[src/rtl/core/fmtmr_pkg.sv]
// Shared types and constants for the FM chip timer/status model.
// Used by every module under rtl/core; no dependencies of its own.
package fmtmr_pkg;

  // timer tick lengths in microseconds
  localparam int unsigned T1_TICK_US = 80;
  localparam int unsigned T2_TICK_US = 320;

  localparam int unsigned NOW_W = 64;
  localparam int unsigned REG_W = 9;
  localparam int unsigned BYTE_W = 8;
  localparam int unsigned ADV_W = 20;
  localparam int unsigned DELTA_W = 32;

  typedef enum logic [2:0] {
    REQ_ADDR_BANK0 = 3'd0,
    REQ_ADDR_BANK1 = 3'd1,
    REQ_DATA_WRITE = 3'd2,
    REQ_STATUS_RD  = 3'd3,
    REQ_BANK1_RD   = 3'd4,
    REQ_ADVANCE    = 3'd5
  } req_t;

  localparam logic [REG_W-1:0] REG_T1_PRELOAD = 9'h002;
  localparam logic [REG_W-1:0] REG_T2_PRELOAD = 9'h003;
  localparam logic [REG_W-1:0] REG_T_CONTROL  = 9'h004;
  localparam logic [REG_W-1:0] REG_NEW_MODE   = 9'h105;

  localparam logic [BYTE_W-1:0] STAT_IRQ      = 8'h80;
  localparam logic [BYTE_W-1:0] STAT_T1       = 8'h40;
  localparam logic [BYTE_W-1:0] STAT_T2       = 8'h20;
  localparam logic [BYTE_W-1:0] BANK1_RD_DATA = 8'hff;

  typedef struct packed {
    logic [2:0]        req_type;
    logic [BYTE_W-1:0] value;
    logic [ADV_W-1:0]  advance_us;
  } item_t;

  typedef struct packed {
    logic [BYTE_W-1:0] read_data;
    logic              fwd_valid;
    logic [REG_W-1:0]  fwd_reg;
    logic [BYTE_W-1:0] fwd_data;
    logic              wide_mode;
  } result_t;

  // (256 - preload) * tick, at most 256 * 320
  function automatic logic [DELTA_W-1:0] timer_delta(input logic [BYTE_W-1:0] preload,
                                                     input int unsigned tick);
    logic [DELTA_W-1:0] ticks;
    ticks = DELTA_W'(9'h100 - {1'b0, preload});
    return ticks * DELTA_W'(tick);
  endfunction

endpackage

[src/rtl/core/fmtmr_in_reg.sv]
// Input register stage: holds one accepted beat until the core takes it.
// Depends on fmtmr_pkg.
module fmtmr_in_reg (
  input  logic               clk,
  input  logic               rst,
  input  logic               in_valid,
  output logic               in_ready,
  input  fmtmr_pkg::item_t   in_item,
  input  logic               take,
  output logic               held_valid,
  output fmtmr_pkg::item_t   held_item
);

  logic             valid;
  fmtmr_pkg::item_t item;

  assign in_ready   = !valid || take;
  assign held_valid = valid;
  assign held_item  = item;

  always_ff @(posedge clk) begin
    if (rst) begin
      valid <= 1'b0;
    end else if (in_ready) begin
      valid <= in_valid;
    end
  end

  always_ff @(posedge clk) begin
    if (in_valid && in_ready) begin
      item <= in_item;
    end
  end

endmodule

[src/rtl/core/fmtmr_core.sv]
// Timer/status state and the per-beat update: register latch, preloads,
// enables, expiries, the microsecond clock and the mode flag. Depends on fmtmr_pkg.
module fmtmr_core (
  input  logic                clk,
  input  logic                rst,
  input  logic                fire,
  input  fmtmr_pkg::item_t    item,
  output fmtmr_pkg::result_t  result
);

  logic [fmtmr_pkg::NOW_W-1:0]  now_us, now_us_next;
  logic [fmtmr_pkg::REG_W-1:0]  reg_latch, reg_latch_next;
  logic [fmtmr_pkg::BYTE_W-1:0] t1_preload, t1_preload_next;
  logic [fmtmr_pkg::BYTE_W-1:0] t2_preload, t2_preload_next;
  logic                         t1_on, t1_on_next;
  logic                         t2_on, t2_on_next;
  logic [fmtmr_pkg::NOW_W-1:0]  t1_expiry, t1_expiry_next;
  logic [fmtmr_pkg::NOW_W-1:0]  t2_expiry, t2_expiry_next;
  logic                         mode_flag, mode_flag_next;

  logic                         pre1_wr, pre2_wr;
  logic [fmtmr_pkg::BYTE_W-1:0] t1_pre_sel, t2_pre_sel;
  logic [fmtmr_pkg::NOW_W-1:0]  t1_exp_cand, t2_exp_cand;
  logic                         is_data;

  assign is_data = (fmtmr_pkg::req_t'(item.req_type) == fmtmr_pkg::REQ_DATA_WRITE);
  assign pre1_wr = is_data && (reg_latch == fmtmr_pkg::REG_T1_PRELOAD);
  assign pre2_wr = is_data && (reg_latch == fmtmr_pkg::REG_T2_PRELOAD);

  // a preload write restarts from the new value, a control write from the stored one
  assign t1_pre_sel  = pre1_wr ? item.value : t1_preload;
  assign t2_pre_sel  = pre2_wr ? item.value : t2_preload;
  assign t1_exp_cand = now_us + fmtmr_pkg::NOW_W'(
                         fmtmr_pkg::timer_delta(t1_pre_sel, fmtmr_pkg::T1_TICK_US));
  assign t2_exp_cand = now_us + fmtmr_pkg::NOW_W'(
                         fmtmr_pkg::timer_delta(t2_pre_sel, fmtmr_pkg::T2_TICK_US));

  always_comb begin
    now_us_next     = now_us;
    reg_latch_next  = reg_latch;
    t1_preload_next = t1_preload;
    t2_preload_next = t2_preload;
    t1_on_next      = t1_on;
    t2_on_next      = t2_on;
    t1_expiry_next  = t1_expiry;
    t2_expiry_next  = t2_expiry;
    mode_flag_next  = mode_flag;
    result          = '0;

    unique case (fmtmr_pkg::req_t'(item.req_type))
      fmtmr_pkg::REQ_ADDR_BANK0: begin
        reg_latch_next = {1'b0, item.value};
      end
      fmtmr_pkg::REQ_ADDR_BANK1: begin
        reg_latch_next = {1'b1, item.value};
      end
      fmtmr_pkg::REQ_DATA_WRITE: begin
        case (reg_latch)
          fmtmr_pkg::REG_T1_PRELOAD: begin
            t1_preload_next = item.value;
            if (t1_on) t1_expiry_next = t1_exp_cand;
          end
          fmtmr_pkg::REG_T2_PRELOAD: begin
            t2_preload_next = item.value;
            if (t2_on) t2_expiry_next = t2_exp_cand;
          end
          fmtmr_pkg::REG_T_CONTROL: begin
            if (item.value[7]) begin
              // reset-flags bit: both off, expiries untouched
              t1_on_next = 1'b0;
              t2_on_next = 1'b0;
            end else begin
              if (!item.value[6]) begin
                t1_on_next = item.value[0];
                if (item.value[0]) t1_expiry_next = t1_exp_cand;
              end
              if (!item.value[5]) begin
                t2_on_next = item.value[1];
                if (item.value[1]) t2_expiry_next = t2_exp_cand;
              end
            end
          end
          default: begin
            if (reg_latch == fmtmr_pkg::REG_NEW_MODE) mode_flag_next = item.value[0];
            result.fwd_valid = 1'b1;
            result.fwd_reg   = reg_latch;
            result.fwd_data  = item.value;
          end
        endcase
      end
      fmtmr_pkg::REQ_STATUS_RD: begin
        if (t1_on && (now_us > t1_expiry))
          result.read_data = result.read_data | fmtmr_pkg::STAT_IRQ | fmtmr_pkg::STAT_T1;
        if (t2_on && (now_us > t2_expiry))
          result.read_data = result.read_data | fmtmr_pkg::STAT_IRQ | fmtmr_pkg::STAT_T2;
      end
      fmtmr_pkg::REQ_BANK1_RD: begin
        result.read_data = fmtmr_pkg::BANK1_RD_DATA;
      end
      fmtmr_pkg::REQ_ADVANCE: begin
        now_us_next = now_us + fmtmr_pkg::NOW_W'(item.advance_us);
      end
      default: begin
      end
    endcase

    result.wide_mode = mode_flag_next;
  end

  always_ff @(posedge clk) begin
    if (rst) begin
      now_us     <= '0;
      reg_latch  <= '0;
      t1_preload <= '0;
      t2_preload <= '0;
      t1_on      <= 1'b0;
      t2_on      <= 1'b0;
      t1_expiry  <= '0;
      t2_expiry  <= '0;
      mode_flag  <= 1'b0;
    end else if (fire) begin
      now_us     <= now_us_next;
      reg_latch  <= reg_latch_next;
      t1_preload <= t1_preload_next;
      t2_preload <= t2_preload_next;
      t1_on      <= t1_on_next;
      t2_on      <= t2_on_next;
      t1_expiry  <= t1_expiry_next;
      t2_expiry  <= t2_expiry_next;
      mode_flag  <= mode_flag_next;
    end
  end

`ifndef SYNTHESIS
  a_clock_only_on_advance: assert property (@(posedge clk) disable iff (rst)
    !(fire && fmtmr_pkg::req_t'(item.req_type) == fmtmr_pkg::REQ_ADVANCE) |=> $stable(now_us))
    else $error("clock moved without an advance beat");

  a_timer_off_by_ctrl: assert property (@(posedge clk) disable iff (rst)
    ($fell(t1_on) || $fell(t2_on)) |->
      $past(fire && is_data && reg_latch == fmtmr_pkg::REG_T_CONTROL))
    else $error("timer disabled outside a control write");

  a_fwd_only_data: assert property (@(posedge clk) disable iff (rst)
    result.fwd_valid |-> (is_data && reg_latch != fmtmr_pkg::REG_T1_PRELOAD &&
                          reg_latch != fmtmr_pkg::REG_T2_PRELOAD &&
                          reg_latch != fmtmr_pkg::REG_T_CONTROL))
    else $error("forward flagged for a timer register or non-write");

  a_status_irq: assert property (@(posedge clk) disable iff (rst)
    (fmtmr_pkg::req_t'(item.req_type) == fmtmr_pkg::REQ_STATUS_RD) |->
      (result.read_data[7] == (result.read_data[6] || result.read_data[5])))
    else $error("status summary bit disagrees with timer flags");
`endif

endmodule

[src/rtl/core/fmtmr_out_reg.sv]
// Result register: holds one finished result until the downstream side takes it.
// Depends on fmtmr_pkg.
module fmtmr_out_reg (
  input  logic                clk,
  input  logic                rst,
  input  logic                load,
  input  fmtmr_pkg::result_t  load_result,
  output logic                can_load,
  output logic                out_valid,
  input  logic                out_ready,
  output fmtmr_pkg::result_t  out_result
);

  logic               valid;
  fmtmr_pkg::result_t res;

  assign can_load   = !valid || out_ready;
  assign out_valid  = valid;
  assign out_result = res;

  always_ff @(posedge clk) begin
    if (rst) begin
      valid <= 1'b0;
    end else if (can_load) begin
      valid <= load;
    end
  end

  always_ff @(posedge clk) begin
    if (load && can_load) begin
      res <= load_result;
    end
  end

endmodule

[src/rtl/core/fm_chip_timer_status_model_unit.sv]
// FM chip timer/status model, top level: input register, core, result register.
// Depends on fmtmr_pkg, fmtmr_in_reg, fmtmr_core, fmtmr_out_reg.
//
// Models the register port of an OPL2/OPL3-style FM chip for its two timers
// and its status byte. Each input beat is a bus access (address write per
// bank, data write, status read, bank-1 read) or a time advance of up to
// 2^20-1 us on a wrapping 64-bit microsecond clock; each gives exactly one
// result beat carrying the status byte, an optional forwarded register write
// and the current OPL3 mode flag. One beat is taken every cycle while the
// result register can load (it is empty or downstream is ready); the input
// register captures an accepted beat, the result register its result when
// the core takes it. The per-cycle work is set by the core stage: a constant
// multiply and a 64-bit add for timer expiry, or a 64-bit compare for status.
module fm_chip_timer_status_model_unit (
  input  logic        clk,
  input  logic        rst,
  input  logic        s_axis_tvalid,
  output logic        s_axis_tready,
  input  logic [31:0] s_axis_tdata,  // value[7:0], advance_us[27:8], zero pad
  input  logic [2:0]  s_axis_tuser,  // req_type[2:0]
  output logic        m_axis_tvalid,
  input  logic        m_axis_tready,
  output logic [31:0] m_axis_tdata,  // read_data[7:0], fwd_reg[16:8], fwd_data[24:17],
                                     // wide_mode[25], zero pad
  output logic        m_axis_tuser   // fwd_valid
);

  fmtmr_pkg::item_t   in_item, held_item;
  fmtmr_pkg::result_t core_result, out_result;
  logic               held_valid, can_load, fire;

  assign in_item.req_type   = s_axis_tuser;
  assign in_item.value      = s_axis_tdata[7:0];
  assign in_item.advance_us = s_axis_tdata[27:8];

  assign fire = held_valid && can_load;

  fmtmr_in_reg u_in_reg (
    .clk        (clk),
    .rst        (rst),
    .in_valid   (s_axis_tvalid),
    .in_ready   (s_axis_tready),
    .in_item    (in_item),
    .take       (fire),
    .held_valid (held_valid),
    .held_item  (held_item)
  );

  fmtmr_core u_core (
    .clk    (clk),
    .rst    (rst),
    .fire   (fire),
    .item   (held_item),
    .result (core_result)
  );

  fmtmr_out_reg u_out_reg (
    .clk         (clk),
    .rst         (rst),
    .load        (held_valid),
    .load_result (core_result),
    .can_load    (can_load),
    .out_valid   (m_axis_tvalid),
    .out_ready   (m_axis_tready),
    .out_result  (out_result)
  );

  assign m_axis_tdata = {6'b0, out_result.wide_mode, out_result.fwd_data,
                         out_result.fwd_reg, out_result.read_data};
  assign m_axis_tuser = out_result.fwd_valid;

endmodule
[config.mk]
export PLATFORM = sky130hd
export DESIGN_NAME = fm_chip_timer_status_model_unit
export DESIGN_NICKNAME = d
export VERILOG_FILES = /design/src/rtl/core/fmtmr_pkg.sv /design/src/rtl/core/fmtmr_in_reg.sv /design/src/rtl/core/fmtmr_core.sv /design/src/rtl/core/fmtmr_out_reg.sv /design/src/rtl/core/fm_chip_timer_status_model_unit.sv
export SDC_FILE = /design/constraint.sdc
export NUM_CORES = 1
export LEC_CHECK = 0
export BUFFER_PORTS_ARGS = -buffer_cell sky130_fd_sc_hd__buf_2
export CORE_MARGIN = 1.5
export CORE_UTILIZATION = 35
export CTS_CLUSTER_DIAMETER = 150
export DETAILED_ROUTE_END_ITERATION = 10
export GPL_TIMING_DRIVEN = 0
export SLEW_MARGIN = 10
export SYNTH_ARGS = -nofsm -noshare
export SYNTH_HDL_FRONTEND = slang
export SYNTH_SLANG_ARGS = --single-unit
export TNS_END_PERCENT = 50
[constraint.sdc]
create_clock -name clk -period 14.5 [get_ports clk]
set_input_delay 0.725 -clock clk [delete_from_list [all_inputs] [get_ports clk]]
set_output_delay 0.725 -clock clk [all_outputs]
set_load 0.01 [all_outputs]
Yosys cells after proc, flatten, opt, wreduce, memory -nomap -nowiden

Cells that the tools add are included.

Flip-flop bits (word level): 280
Input port bits: 39
Output and inout bits: 35
Word-level logic and storage cells: 95

Add/subtract/negate cells: 5
Multipliers: 2
Order comparisons: 2
Equal/unequal tests: 18
Mux-type cells: 24
Bitwise operators: 1
Reduce and logical (&&, ||, !) cells: 24

Operator list:

| cell                                                  | number |
|---|---|
| two-way mux 64 bit                                    | 8 |
| one-hot mux 64 bit (2 select lines)                   | 2 |
| adder 64 x 32 -> 64 bit                               | 2 |
| greater-than comparator 64 bit                        | 2 |
| adder 64 x 20 -> 64 bit                               | 1 |
| multiplier 32 x 3 -> 26 bit, second input constant    | 1 |
| multiplier 32 x 3 -> 28 bit, second input constant    | 1 |
| two-way mux 8 bit                                     | 4 |
| subtractor 9 x 8 -> 10 bit, first input constant      | 2 |
| equality test 9 x 2 -> 1 bit, second input constant   | 2 |
| two-way mux 18 bit                                    | 1 |
| one-hot mux 9 bit (2 select lines)                    | 1 |
| one-hot mux 8 bit (2 select lines)                    | 1 |
| AND reduction 7 bit                                   | 2 |
| inequality test 2 bit, second input constant          | 5 |
| equality test 9 x 3 -> 1 bit, second input constant   | 1 |
| equality test 9 bit, second input constant            | 1 |
| inequality test 2 x 1 -> 1 bit, second input constant | 4 |
| AND reduction 4 bit                                   | 2 |
| two-way mux 1 bit                                     | 7 |
| equality test 3 x 2 -> 1 bit, second input constant   | 2 |
| equality test 3 bit, second input constant            | 2 |
| logical AND 1 bit                                     | 6 |
| AND reduction 3 bit                                   | 2 |
| 9 further kinds                                       | 14 |

Logic depth before layout (Yosys ltp)

Gate-level depths: netlist (run 1).

Depth after elaboration: 10
Depth in mapped cells: 27
Gate-level depth less buffers: 24

Hierarchy

Synthesis (run 1) repeated with hierarchy kept, for this count alone.

Cell total of the unflattened synthesis: 2204
Area total of the unflattened synthesis: 18655.4 um2

By module, submodules not included:

| module                          | times used | cells an instance | area each (um2) | seq. area each (um2) |
|---|---|---|---|---|
| fmtmr_core                      | 1          | 2128              | 16748.6         | 4404.2 |
| fmtmr_in_reg                    | 1          | 36                | 985.9           | 950.9 |
| fmtmr_out_reg                   | 1          | 32                | 865.8           | 830.8 |
| fm_chip_timer_status_model_unit | 1          | 8                 | 55.1            | 0.0 |

Least setup slack after synthesis (run 1)

No wires, ideal clock.

Path kind: flip-flop to flip-flop
Start point: register u_core.reg_latch[4] in the netlist's numbering
End point: register u_core.t1_expiry[16] in the netlist's numbering
Library setup time: 117 ps
Data arrival time: 5964 ps
Required time: 14383 ps
Setup slack: 8420 ps
Stages on the path, launching flop included: 26
Buffers on the path: 4
Period minus slack after synthesis: 6080 ps
Cells stage by stage: dfxtp_1 -> or4_1 -> nor4_1 -> and3b_1 -> buf_2 -> buf_2 -> mux2i_1 -> ha_1 -> o21ai_0 -> xnor2_1 -> ha_1 -> ha_1 -> a21o_1 -> a21oi_1 -> o21ai_0 -> a21oi_1 -> xnor2_1 -> ha_1 -> a21o_1 -> a21oi_1 -> o211a_1 -> clkbuf_1 -> clkbuf_1 -> nor2_1 -> xor2_1 -> a22o_1

Cells in the longest elaborated chain, start to end: 10
Elaborated cells on any way between the ends: 18
Those cells by class: add/sub (2); mul (1); eq/ne (6); mux (6); reduce/logical (3)

Ends and longest elaborated chain:

| what                                | line                               | source |
|---|---|---|
| start, declared                     | fmtmr_core.sv:12                   | `logic [fmtmr_pkg::REG_W-1:0] reg_latch, reg_latch_next;` |
| start signal, assigned              | fmtmr_core.sv:123                  | `reg_latch <= reg_latch_next;` |
| equality test 9 x 2 -> 1 bit        | fmtmr_core.sv:27, fmtmr_core.sv:58 |  |
| logical AND 1 bit                   | fmtmr_core.sv:27                   | `assign pre1_wr = is_data && (reg_latch == fmtmr_pkg::REG_T1_PRELOAD);` |
| two-way mux 8 bit                   | fmtmr_core.sv:31                   | `assign t1_pre_sel = pre1_wr ? item.value : t1_preload;` |
| subtractor 9 x 8 -> 10 bit          | fmtmr_pkg.sv:52                    | `ticks = DELTA_W'(9'h100 - {1'b0, preload});` |
| multiplier 32 x 3 -> 28 bit         | fmtmr_pkg.sv:53                    | `return ticks * DELTA_W'(tick);` |
| adder 64 x 32 -> 64 bit             | fmtmr_core.sv:33                   | `assign t1_exp_cand = now_us + fmtmr_pkg::NOW_W'(` |
| two-way mux 64 bit                  | fmtmr_core.sv:75                   | `if (item.value[0]) t1_expiry_next = t1_exp_cand;` |
| two-way mux 64 bit                  | fmtmr_core.sv:73                   | `if (!item.value[6]) begin` |
| two-way mux 64 bit                  | fmtmr_core.sv:68                   | `if (item.value[7]) begin` |
| one-hot mux 64 bit (2 select lines) | fmtmr_core.sv:58                   | `case (reg_latch)` |
| end signal, assigned                | fmtmr_core.sv:128                  | `t1_expiry <= t1_expiry_next;` |
| end, declared                       | fmtmr_core.sv:17                   | `logic [fmtmr_pkg::NOW_W-1:0] t1_expiry, t1_expiry_next;` |

Several ways; a longest one is shown, not always the timed one. The select of a mux whose other input is x is not followed.
A chain may end at the register's enable or synchronous reset.

Worst setup path in the final report (run 1)

Start point: register u_core.reg_latch[4] in the netlist's numbering
End point: register u_core.t2_expiry[27] in the netlist's numbering

Cells in the longest elaborated chain, start to end: 10
Elaborated cells on any way between the ends: 18
Those cells by class: add/sub (2); mul (1); eq/ne (6); mux (6); reduce/logical (3)

Ends and longest elaborated chain:

| what                                | line                               | source |
|---|---|---|
| equality test 9 x 2 -> 1 bit        | fmtmr_core.sv:28, fmtmr_core.sv:58 |  |
| logical AND 1 bit                   | fmtmr_core.sv:28                   | `assign pre2_wr = is_data && (reg_latch == fmtmr_pkg::REG_T2_PRELOAD);` |
| two-way mux 8 bit                   | fmtmr_core.sv:32                   | `assign t2_pre_sel = pre2_wr ? item.value : t2_preload;` |
| subtractor 9 x 8 -> 10 bit          | fmtmr_pkg.sv:52                    |  |
| multiplier 32 x 3 -> 26 bit         | fmtmr_pkg.sv:53                    |  |
| adder 64 x 32 -> 64 bit             | fmtmr_core.sv:35                   | `assign t2_exp_cand = now_us + fmtmr_pkg::NOW_W'(` |
| two-way mux 64 bit                  | fmtmr_core.sv:79                   | `if (item.value[1]) t2_expiry_next = t2_exp_cand;` |
| two-way mux 64 bit                  | fmtmr_core.sv:77                   | `if (!item.value[5]) begin` |
| two-way mux 64 bit                  | fmtmr_core.sv:68                   |  |
| one-hot mux 64 bit (2 select lines) | fmtmr_core.sv:58                   |  |
| end signal, assigned                | fmtmr_core.sv:129                  | `t2_expiry <= t2_expiry_next;` |
| end, declared                       | fmtmr_core.sv:18                   | `logic [fmtmr_pkg::NOW_W-1:0] t2_expiry, t2_expiry_next;` |

Several ways; a longest one is shown, not always the timed one. The select of a mux whose other input is x is not followed.

==> results_dict.tcl, run 1 <==
set metrics [dict create \
    maxSlewViolCount 0 \
    final_area_um2 21100 \
    hold_path.startpoint "s_axis_tdata[1]" \
    cp_max_fo 10 \
    peakVddDrop_v 0.000100 \
    utilization 0.400 \
    min_period_ns 8.24 \
    postCtsSetupRepairBufs 0 \
    num_vias 17200 \
    die_width_um 234 \
    syn2layout_area_growth_pct 12.8 \
    max_cap_viol_count 0 \
    wl_met2_mm 28.0 \
    grt_pass1_wl_mm 98.1 \
    drive_gt1_frac 0.0757 \
    reg2reg_slack_ns 6.26 \
    seq_area_frac_synth 0.324 \
    synth-seq-cells 276 \
    cts_tree "yes" \
    drt-total-wl_mm 63.8 \
    synthArstFlopShare 0 \
    syn_area_um2 18700 \
    grt.overflow.total 0 \
    cts_buffers 35 \
    final_cell_mix "dfxtp_1 (222), nor2_1 (206), ha_1 (202)" \
    wl_met1_mm 28.8 \
    start_util 0.355 \
    antenna_found_initial 1 \
    crit_arrival_ns 8.71 \
    clk_pin_slew_ns 0.06 \
    n_antenna_cell 0 \
    io_buffers 63 \
    placed_area_um2 19900 \
    clock_sinks 276 \
    rsz0062_at_grt "false" \
    fin_skew_ns 0.0153 \
    grt_pass1_vias 16800 \
    insertion_delay_ns 0.55 \
    nFillCells 5331 \
    setup_tns_ns 0 \
    hpwl_mm 47.7 \
    required_ns 14.97 \
    post_drt_wl_per_cell_um 20.8 \
    leakage_uw 0.00787 \
    yosys_warnings 0 \
    path_class "flip-flop to flip-flop" \
    drc_errors 0 \
    fin_nets 2598 \
    dr.first_iter.drc_count 1494 \
    fin_crit_sh 0.569 \
    rr_endpoint "u_core.t2_expiry[27]" \
    htreeDepth 2 \
    dieArea_um2 54800 \
    grt_usage 0.234 \
    ios 74 \
    routabilityCongestion 0.964 \
    worst_slew_pin_slew_ns 1.38 \
    status "finished clean" \
    synth-edff-count 54 \
    p_per_area_nw_per_um2 85.4 \
    cts_buffer_depth 3 \
    antenna_left 0 \
    min_to "u_in_reg.held_item[21]" \
    layout_commonest_cell "dfxtp_1" \
    grt_max_degree 33 \
    cts_hold_buf 0 \
    viasPerCell 5.62 \
    worst_setup_path_end_kind "flip-flop" \
    dr.pass1.iters 6 \
    synthFlopType "dfxtp_1" \
    routed.top_layer "met4" \
    syn_inst 2246 \
    rows 84 \
    core_area_um2 52700 \
    whs_path_depth 1 \
    max_freq_mhz 121 \
    ctsResizeCount 0 \
    root_buffer "clkbuf_16" \
    synthDistinctLibCells 72 \
    setup_viol 0 \
    timing.slew.headroom 0.0746 \
    die_height_um 234 \
    reg2reg_from "u_core.reg_latch[4]" \
    wl_met3_mm 4.10 \
    syn_avg_cell_area_um2 8.32 \
    worst_setup_path_start_kind "flip-flop" \
    ff2ff_path_depth 24 \
    power_uw 1800 \
    hold_viol_final 0 \
    hold_class "input port to flip-flop" \
]
[synthesized netlist by cell type, drive strengths merged, types with 46 or more instances]
master,number,area share
nand2,171,0.034
inv,168,0.034
edfxtp,54,0.087
nor3,54,0.014
nand3,49,0.013
a21oi,167,0.045
nor2,206,0.041
xnor2,67,0.031
ha,202,0.14
xor2,79,0.037
nand4,46,0.016
a211oi,97,0.039
clkbuf,119,0.024
dfxtp,222,0.24
o21ai,81,0.022
[registers in the layout, indices dropped and copies added, names as in the netlist]
register and flops:
u_in_reg.held_item 31, u_core.reg_latch 9, u_core.t1_preload 8, u_core.t2_preload 8
u_core.t2_expiry 64, u_core.t2_on 1, u_out_reg.out_valid 1, u_core.now_us 64
u_core.mode_flag 1, u_out_reg.out_result 23, u_core.t1_on 1, u_in_reg.held_valid 1
u_core.t1_expiry 64
[final cells by class]
class,count,area (µm²),share of cell area
multi-input cells,1658,11400,0.541
flip-flops and latches,276,6070,0.288
clock buffers,47,1010,0.0481
well taps,688,861,0.0408
plain buffers,149,634,0.0301
inverters,168,631,0.0299
repair buffers,64,323,0.0153
clock inverters,15,156,0.00742
[stage by stage]
stage          instances  hold slack [ns]  setup WS (ns)
6_report            3065            0.347           6.26
3_5_place_dp        3003            0.446           6.55
3_3_place_gp        3002            0.439           6.53
2_1_floorplan       2251            0.432           8.42
4_1_cts             3065            0.321           6.52
5_1_grt             3065            0.337           5.75
[worst max-delay path by stage]
| stage | from | endpoint | depth (start not counted) |
|---|---|---|---|
| finish | u_core.reg_latch[4] | u_core.t2_expiry[27] | 24 |
| detailed placement | u_core.reg_latch[4] | u_core.t2_expiry[41] | 24 |
| CTS | u_core.reg_latch[4] | u_core.t2_expiry[27] | 24 |
| global placement | u_core.reg_latch[4] | u_core.t2_expiry[42] | 22 |
| global route | u_core.reg_latch[4] | u_core.t2_expiry[27] | 24 |
| floorplan | u_core.reg_latch[4] | u_core.t1_expiry[16] | 25 |
[critical path, cell delays in order, from the launching register on]
cell and delay (ns):
dfxtp_1 0.33, or4_1 0.59, nor4_1 0.86, nand3_1 0.61
mux2i_1 0.37, ha_1 0.32, o21ai_0 0.15, xnor2_1 0.18
ha_1 0.32, inv_1 0.06, fa_1 0.46, inv_1 0.08
a21oi_1 0.06, o21ai_0 0.27, a21o_1 0.18, a21o_1 0.14
xor2_1 0.07, ha_1 0.35, nor2b_1 0.29, a31oi_1 0.11
a311oi_1 1.02, clkbuf_1 0.65, o21ai_0 0.23, xor2_1 0.22
a211oi_1 0.24
[metal layers]
layer | vias to the layer above | track usage
met5 | - | 0
met4 | 0 | 0.106
met3 | 163 | 0.0350
met2 | 613 | 0.369
met1 | 8211 | 0.314
li1 | 8250 | -
[cell families (layout without fill, tap and decap cells)]
kind of cell / after synthesis / after routing / share of synthesized area
buffers and inverters: 317 / 443 / 0.0676
XOR/XNOR: 146 / 146 / 0.0684
AO/OA/AOI/OAI: 526 / 526 / 0.182
AND/OR/NAND/NOR: 736 / 736 / 0.197
multiplexers: 37 / 37 / 0.0204
flip-flops: 276 / 276 / 0.324
adder cells (fa/ha/maj): 207 / 207 / 0.141
other: 1 / 6 / 0.000201
[where the power goes]
group,switching (µW),internal [µW],total [µW]
Clock,362,545,907
Combinational,63.5,30.1,93.6
Sequential,7.59,793,800
Total,433,1370,1800
Power figures use the tool's default switching activity.
==> inputs of run 2 (changes only) <==
- clock period: 14.5 -> 7.9 ns (I/O delays scaled with it)
==> run 2 against run 1 <==
Against the previous run:
- die area stayed put
- cell count increased by 0.13%
- count of clock-buffer cells in the layout unchanged
- clock skew shrank 0.0027 ns
- register-to-register slack worse by 5.8 ns
- global-route usage about the same
- sequential power grew 84%
- critical path type unchanged
- largest cell class unchanged
==> results_dict.tcl, run 2 (synthesis gave the netlist of run 1 again) <==
set metrics [dict create \
    status "finished clean" \
    post_drt_wl_per_cell_um 20.8 \
    cts_buffers 35 \
    path_cells "or4_1, nor4_2, and3b_1, buf_2, buf_2, mux2i_1, ha_1, o21ai_0, xnor2_1, ha_1, ha_1, a21o_1, a21oi_1, o21ai_0, a21oi_1, xnor2_1, ha_1, a21o_1, a21oi_1, o211a_2, clkbuf_1, nor4_1, xnor2_1, a211oi_1" \
    postCtsSetupRepairBufs 0 \
    whs_path_depth 1 \
    min_to "u_in_reg.held_item[11]" \
    placed_cells 3003 \
    grt_pass1_vias 16800 \
    timing.slew.headroom 0.0737 \
    leakage_uw 0.00791 \
    drc_errors 0 \
    power_switching_share 0.240 \
    hold_ws_ns 0.0184 \
    routabilityCongestion 0.964 \
    rsz0062_at_grt "false" \
    clk_pin_slew_ns 0.06 \
    dr.pass1.iters 6 \
    dieArea_um2 54800 \
    grt_pass1_wl_mm 98.1 \
    ff2ff_path_depth 24 \
    grt_max_degree 33 \
    htreeDepth 2 \
    reg2reg_slack_ns 0.50 \
    io_buffers 63 \
    comb_power_share 0.053 \
    maxSlewViolCount 0 \
    p_per_area_nw_per_um2 156 \
    multi_input_area_um2 11400 \
    cp_slowest_cell "or4_1" \
    hold_class "input port to flip-flop" \
    layout_commonest_cell "dfxtp_1" \
    fin_nets 2602 \
    antenna_found_initial 1 \
    worst_slew_pin_slew_ns 1.38 \
    cts_tree "yes" \
    grt.overflow.total 0 \
    clock_sinks 276 \
    max_freq_mhz 135 \
    critPathBufInv 3 \
    final_cell_mix "dfxtp_1 (222), nor2_1 (206), ha_1 (202)" \
    cts_buffer_depth 3 \
    viasPerCell 5.65 \
    start_util 0.355 \
    cp-startpoint "u_core.reg_latch[4]" \
    dr.first_iter.drc_count 1497 \
    max_cap_viol_count 0 \
    hpwl_mm 47.7 \
    ff_latch_area_um2 6070 \
    p_seq_frac 0.444 \
    utilization 0.402 \
    cpMostUsedCell "ha_1" \
    n_antenna_cell 0 \
    setup_viol 0 \
    power.switching_uw 794 \
    clkPwrFrac 0.503 \
    reg2reg_from "u_core.reg_latch[4]" \
    antenna_left 0 \
    crit_arrival_ns 7.86 \
    min_period_ns 7.40 \
    peakVddDrop_v 0.000184 \
    max_stage_delay_ns 0.60 \
    syn2layout_area_growth_pct 13.2 \
    hold_viol_final 0 \
    nFillCells 5320 \
    hold_path.startpoint "s_axis_tdata[19]" \
    ios 74 \
    rows 84 \
    largestRegisters "u_core.now_us (64), u_core.t1_expiry (64), u_core.t2_expiry (64)" \
    fin_crit_sh 0.937 \
    grt_usage 0.234 \
    cp_top_family "compound AO/OA/AOI/OAI gates" \
    drive_gt1_frac 0.0790 \
    rr_endpoint "u_core.t1_expiry[46]" \
    root_buffer "clkbuf_16" \
    worst_setup_path_start_kind "flip-flop" \
    required_ns 8.36 \
    fin_skew_ns 0.0126 \
    final_cells 3069 \
    drt-total-wl_mm 63.8 \
    core_area_um2 52700 \
    internal_power_uw 2510 \
    worst_setup_path_end_kind "flip-flop" \
    path_class "flip-flop to flip-flop" \
    die_height_um 234 \
    die_width_um 234 \
    num_vias 17300 \
    cp_max_fo 11 \
    insertion_delay_ns 0.55 \
]
==> run 2: cell types whose count changed in the layout (fill, tap and decap cells not counted), sizes merged <==
cell         before  now
dlygate4sd3       0    6
clkbuf          166  164
==> run 2: metal layers <==
| metal | share of wire | vias up | wire length (µm) | global-route usage |
|---|---|---|---|---|
| met5 | 0 | - | 0 | 0 |
| met4 | 0.046 | 0 | 2940 | 0.106 |
| met3 | 0.070 | 166 | 4480 | 0.0350 |
| met2 | 0.44 | 668 | 28100 | 0.369 |
| met1 | 0.44 | 8233 | 28300 | 0.314 |
| li1 | - | 8261 | - | - |
==> run 2: repair_timing <==
item	CTS	global route
hold buffers	6	0
setup endpoints to repair	9	80
hold endpoints to repair	6	0
resized for setup	1	13
pin swaps	0	0
cloned	0	0
==> run 2: worst max-delay path by stage <==
| stage | to | slack [ns] | cells past startpoint |
|---|---|---|---|
| after floorplan | u_core.t1_expiry[16] | 1.82 | 25 |
| after CTS | u_core.t1_expiry[46] | 0.03 | 25 |
| after global routing | u_core.t1_expiry[46] | 0.009 | 24 |
| after global placement | u_core.t2_expiry[42] | -0.07 | 22 |
| after detailed placement | u_core.t2_expiry[41] | -0.05 | 24 |
| final | u_core.t1_expiry[46] | 0.50 | 24 |
==> run 2: power by group through the flow <==
| stage | registers (µW) | logic [µW] | clock network, µW |
|---|---|---|---|
| 2_1_floorplan | 1500 | 101 | 0 |
| 4_1_cts | 1470 | 171 | 1690 |
| 3_3_place_gp | 1500 | 166 | 0 |
| 3_5_place_dp | 1500 | 168 | 0 |
| 5_1_grt | 1470 | 188 | 1740 |
| 6_report | 1470 | 174 | 1660 |
==> run 2: layout make-up <==
type	instances	area share
clock buffer	47	0.0479
inverter	168	0.0298
tap	688	0.0407
clock inverter	15	0.00739
multi-input combinational	1658	0.540
sequential	276	0.287
buffer	147	0.0299
timing repair buffer	70	0.0181
==> run 2: metrics by stage <==
| step | worst slack [ns] | cell area [µm²] | total power [µW] | setup TNS [ns] |
|---|---|---|---|---|
| after CTS | 0.0312 | 21200 | 3330 | 0 |
| final | 0.496 | 21200 | 3310 | 0 |
| after floorplan | 1.82 | 18700 | 1600 | 0 |
| after global routing | 0.00921 | 21200 | 3400 | 0 |
| after detailed placement | -0.0454 | 19900 | 1670 | -0.148 |
| after global placement | -0.0748 | 19900 | 1670 | -0.244 |
==> inputs of run 3 (changes only) <==
- SYNTH_HIERARCHICAL: not set -> 1
==> run 3 against run 2 <==
Against the previous run:
- die area fell by 0.23%
- sequential share of layout area increased by 0.25 points
- non-clock buffer count increased by 4
- combinational power up 20%
- largest power group unchanged
==> results_dict.tcl, run 3 <==
set metrics [dict create \
    fin_skew_ns 0.0210 \
    viasPerCell 5.85 \
    max_cap_viol_count 0 \
    min_period_ns 7.58 \
    clock_sinks 280 \
    cts_buffers 36 \
    yosysTopAreaCell "dfxtp_1" \
    crit_arrival_ns 8.03 \
    min_to "u_in_reg/held_item[13]" \
    antenna_left 0 \
    setup_viol 0 \
    fin_nets 2580 \
    hold_path.startpoint "s_axis_tdata[21]" \
    setup_tns_ns 0 \
    worst_setup_path_start_kind "flip-flop" \
    synth-seq-cells 280 \
    routabilityCongestion 0.986 \
    layout_commonest_cell "dfxtp_1" \
    yosys-top-cells-count "dfxtp_1 (222), ha_1 (202), a21oi_1 (181)" \
    largestRegisters "u_core/now_us (64), u_core/t1_expiry (64), u_core/t2_expiry (64)" \
    leakage_uw 0.00828 \
    start_util 0.354 \
    n_antenna_cell 0 \
    required_ns 8.35 \
    dieArea_um2 54700 \
    ff2ff_path_depth 26 \
    synthFlopType "dfxtp_1" \
    htreeDepth 2 \
    dr.first_iter.drc_count 1609 \
    whs_path_depth 1 \
    rr_endpoint "u_core/t1_expiry[57]" \
    clk_pin_slew_ns 0.06 \
    peakVddDrop_v 0.000120 \
    insertion_delay_ns 0.56 \
    syn_avg_cell_area_um2 8.46 \
    nFillCells 5257 \
    core_area_um2 52700 \
    status "finished clean" \
    yosys_warnings 6 \
    worst_slew_pin_slew_ns 1.16 \
    hpwl_mm 48.7 \
    io_buffers 63 \
    timing.slew.headroom 0.227 \
    reg2reg_from "u_in_reg/held_item[28]" \
    max_freq_mhz 132 \
    drc_errors 0 \
    cp_slowest_cell "edfxtp_1" \
    seq_area_frac_synth 0.332 \
    path_class "flip-flop to flip-flop" \
    utilization 0.406 \
    worst_setup_path_end_kind "flip-flop" \
    syn2layout_area_growth_pct 14.7 \
    cts_tree "yes" \
    path_depth 26 \
    hold_class "input port to flip-flop" \
    grt_pass1_vias 16600 \
    rows 84 \
    fin_crit_sh 0.959 \
    antenna_found_initial 0 \
    cpMostUsedCell "ha_1" \
    post_drt_wl_per_cell_um 21.8 \
    syn_area_um2 18700 \
    die_width_um 234 \
    hold_viol_final 0 \
    critPathBufInv 4 \
    maxSlewViolCount 0 \
    drive_gt1_frac 0.0877 \
    cts_buffer_depth 3 \
    cp_top_family "simple AND/OR/NAND/NOR gates" \
    grt_pass1_wl_mm 98.7 \
    drt-total-wl_mm 66.6 \
    max_stage_delay_ns 0.50 \
    die_height_um 234 \
    yosys.cell_count.top_type "dfxtp_1" \
    grt.overflow.total 0 \
    synth.top_cell.area_share 0.238 \
    synthDistinctLibCells 81 \
    ios 74 \
    num_vias 17800 \
    synthArstFlopShare 0 \
    rsz0062_at_grt "true" \
    synth.area.top_cells "dfxtp_1 (24%), ha_1 (14%), edfxtp_1 (9.3%), a21oi_1 (4.9%), o21ai_0 (3.4%)" \
    grt_max_degree 32 \
    reg2reg_slack_ns 0.32 \
    cp_max_fo 10 \
    dr.pass1.iters 7 \
    synth-edff-count 58 \
    final_cell_mix "dfxtp_1 (222), ha_1 (202), a21oi_1 (181)" \
    p_per_area_nw_per_um2 159 \
    root_buffer "clkbuf_16" \
    syn_inst 2204 \
    grt_usage 0.238 \
]
[run 3: worst register-to-register path: cells and delay by family (launching register included)]
family / cells / cell delay (ns)
compound gates: 8 / 1.62
buf+inv: 4 / 1.36
flops: 1 / 0.50
simple gates: 7 / 2.08
mux: 1 / 0.22
fa+ha+maj: 4 / 1.29
xor+xnor: 2 / 0.40
[run 3: repair_timing]
item                                   4_1_cts  5_1_grt
gates resized for setup                     14       17
hold buffers                                24        0
setup endpoints to repair                   47       70
endpoints found under the hold margin       24        0
pin swaps                                    0        1
setup buffers                                0        1
[run 3: cells by family after synthesis]
family,Yosys count,synth area share
AND/OR/NAND/NOR,696,0.196
multiplexers,37,0.0201
AO/OA/AOI/OAI,594,0.205
flip-flops,280,0.332
other,1,0.000201
buffers and inverters,299,0.0649
XOR/XNOR,90,0.0423
adder cells (fa/ha/maj),207,0.141
[run 3: layer usage]
metal | wire length, µm | global-route usage
met1 | 27500 | 0.301
met2 | 29700 | 0.376
met3 | 5510 | 0.0496
met4 | 3910 | 0.136
met5 | 0 | 0
[run 3: metrics by stage]
| step | setup slack [ns] | hold slack [ns] | std cells | cell area [µm²] | power [µW] |
|---|---|---|---|---|---|
| global route | -0.0906 | 0.00826 | 3049 | 21400 | 3510 |
| detailed placement | -0.879 | 0.444 | 2961 | 19900 | 1730 |
| finish | 0.321 | 0.0184 | 3049 | 21400 | 3400 |
| floorplan | 1.50 | 0.432 | 2209 | 18700 | 1640 |
| global placement | -0.658 | 0.439 | 2960 | 19900 | 1720 |
| CTS | 0.00867 | 0.00315 | 3050 | 21300 | 3430 |
[run 3: area by class of cell]
class	count	area (µm²)	share of cell area
plain buffers	132	594	0.0278
clock buffers	56	1090	0.0509
clock inverters	9	105	0.00491
inverters	165	619	0.0289
multi-input cells	1630	11400	0.531
flip-flops and latches	280	6190	0.289
well taps	688	861	0.0402
repair buffers	89	571	0.0267
[run 3: worst max-delay path by stage]
stage | startpoint | end
finish | u_in_reg/held_item[28] | u_core/t1_expiry[57]
floorplan | u_in_reg/held_item[28] | u_core/t1_expiry[41]
detailed placement | u_in_reg/held_item[28] | u_core/t1_expiry[29]
global placement | u_in_reg/held_item[28] | u_core/t1_expiry[29]
CTS | u_in_reg/held_item[28] | u_core/t1_expiry[52]
global route | u_in_reg/held_item[28] | u_core/t2_expiry[28]
[run 3: power by group]
part           total, µW  leakage (µW)  internal (µW)  switching [µW]
Combinational        209       0.00535           71.2             138
Sequential          1500       0.00234           1480            14.8
Clock               1690      0.000583           1020             680
Total               3400       0.00828           2570             832
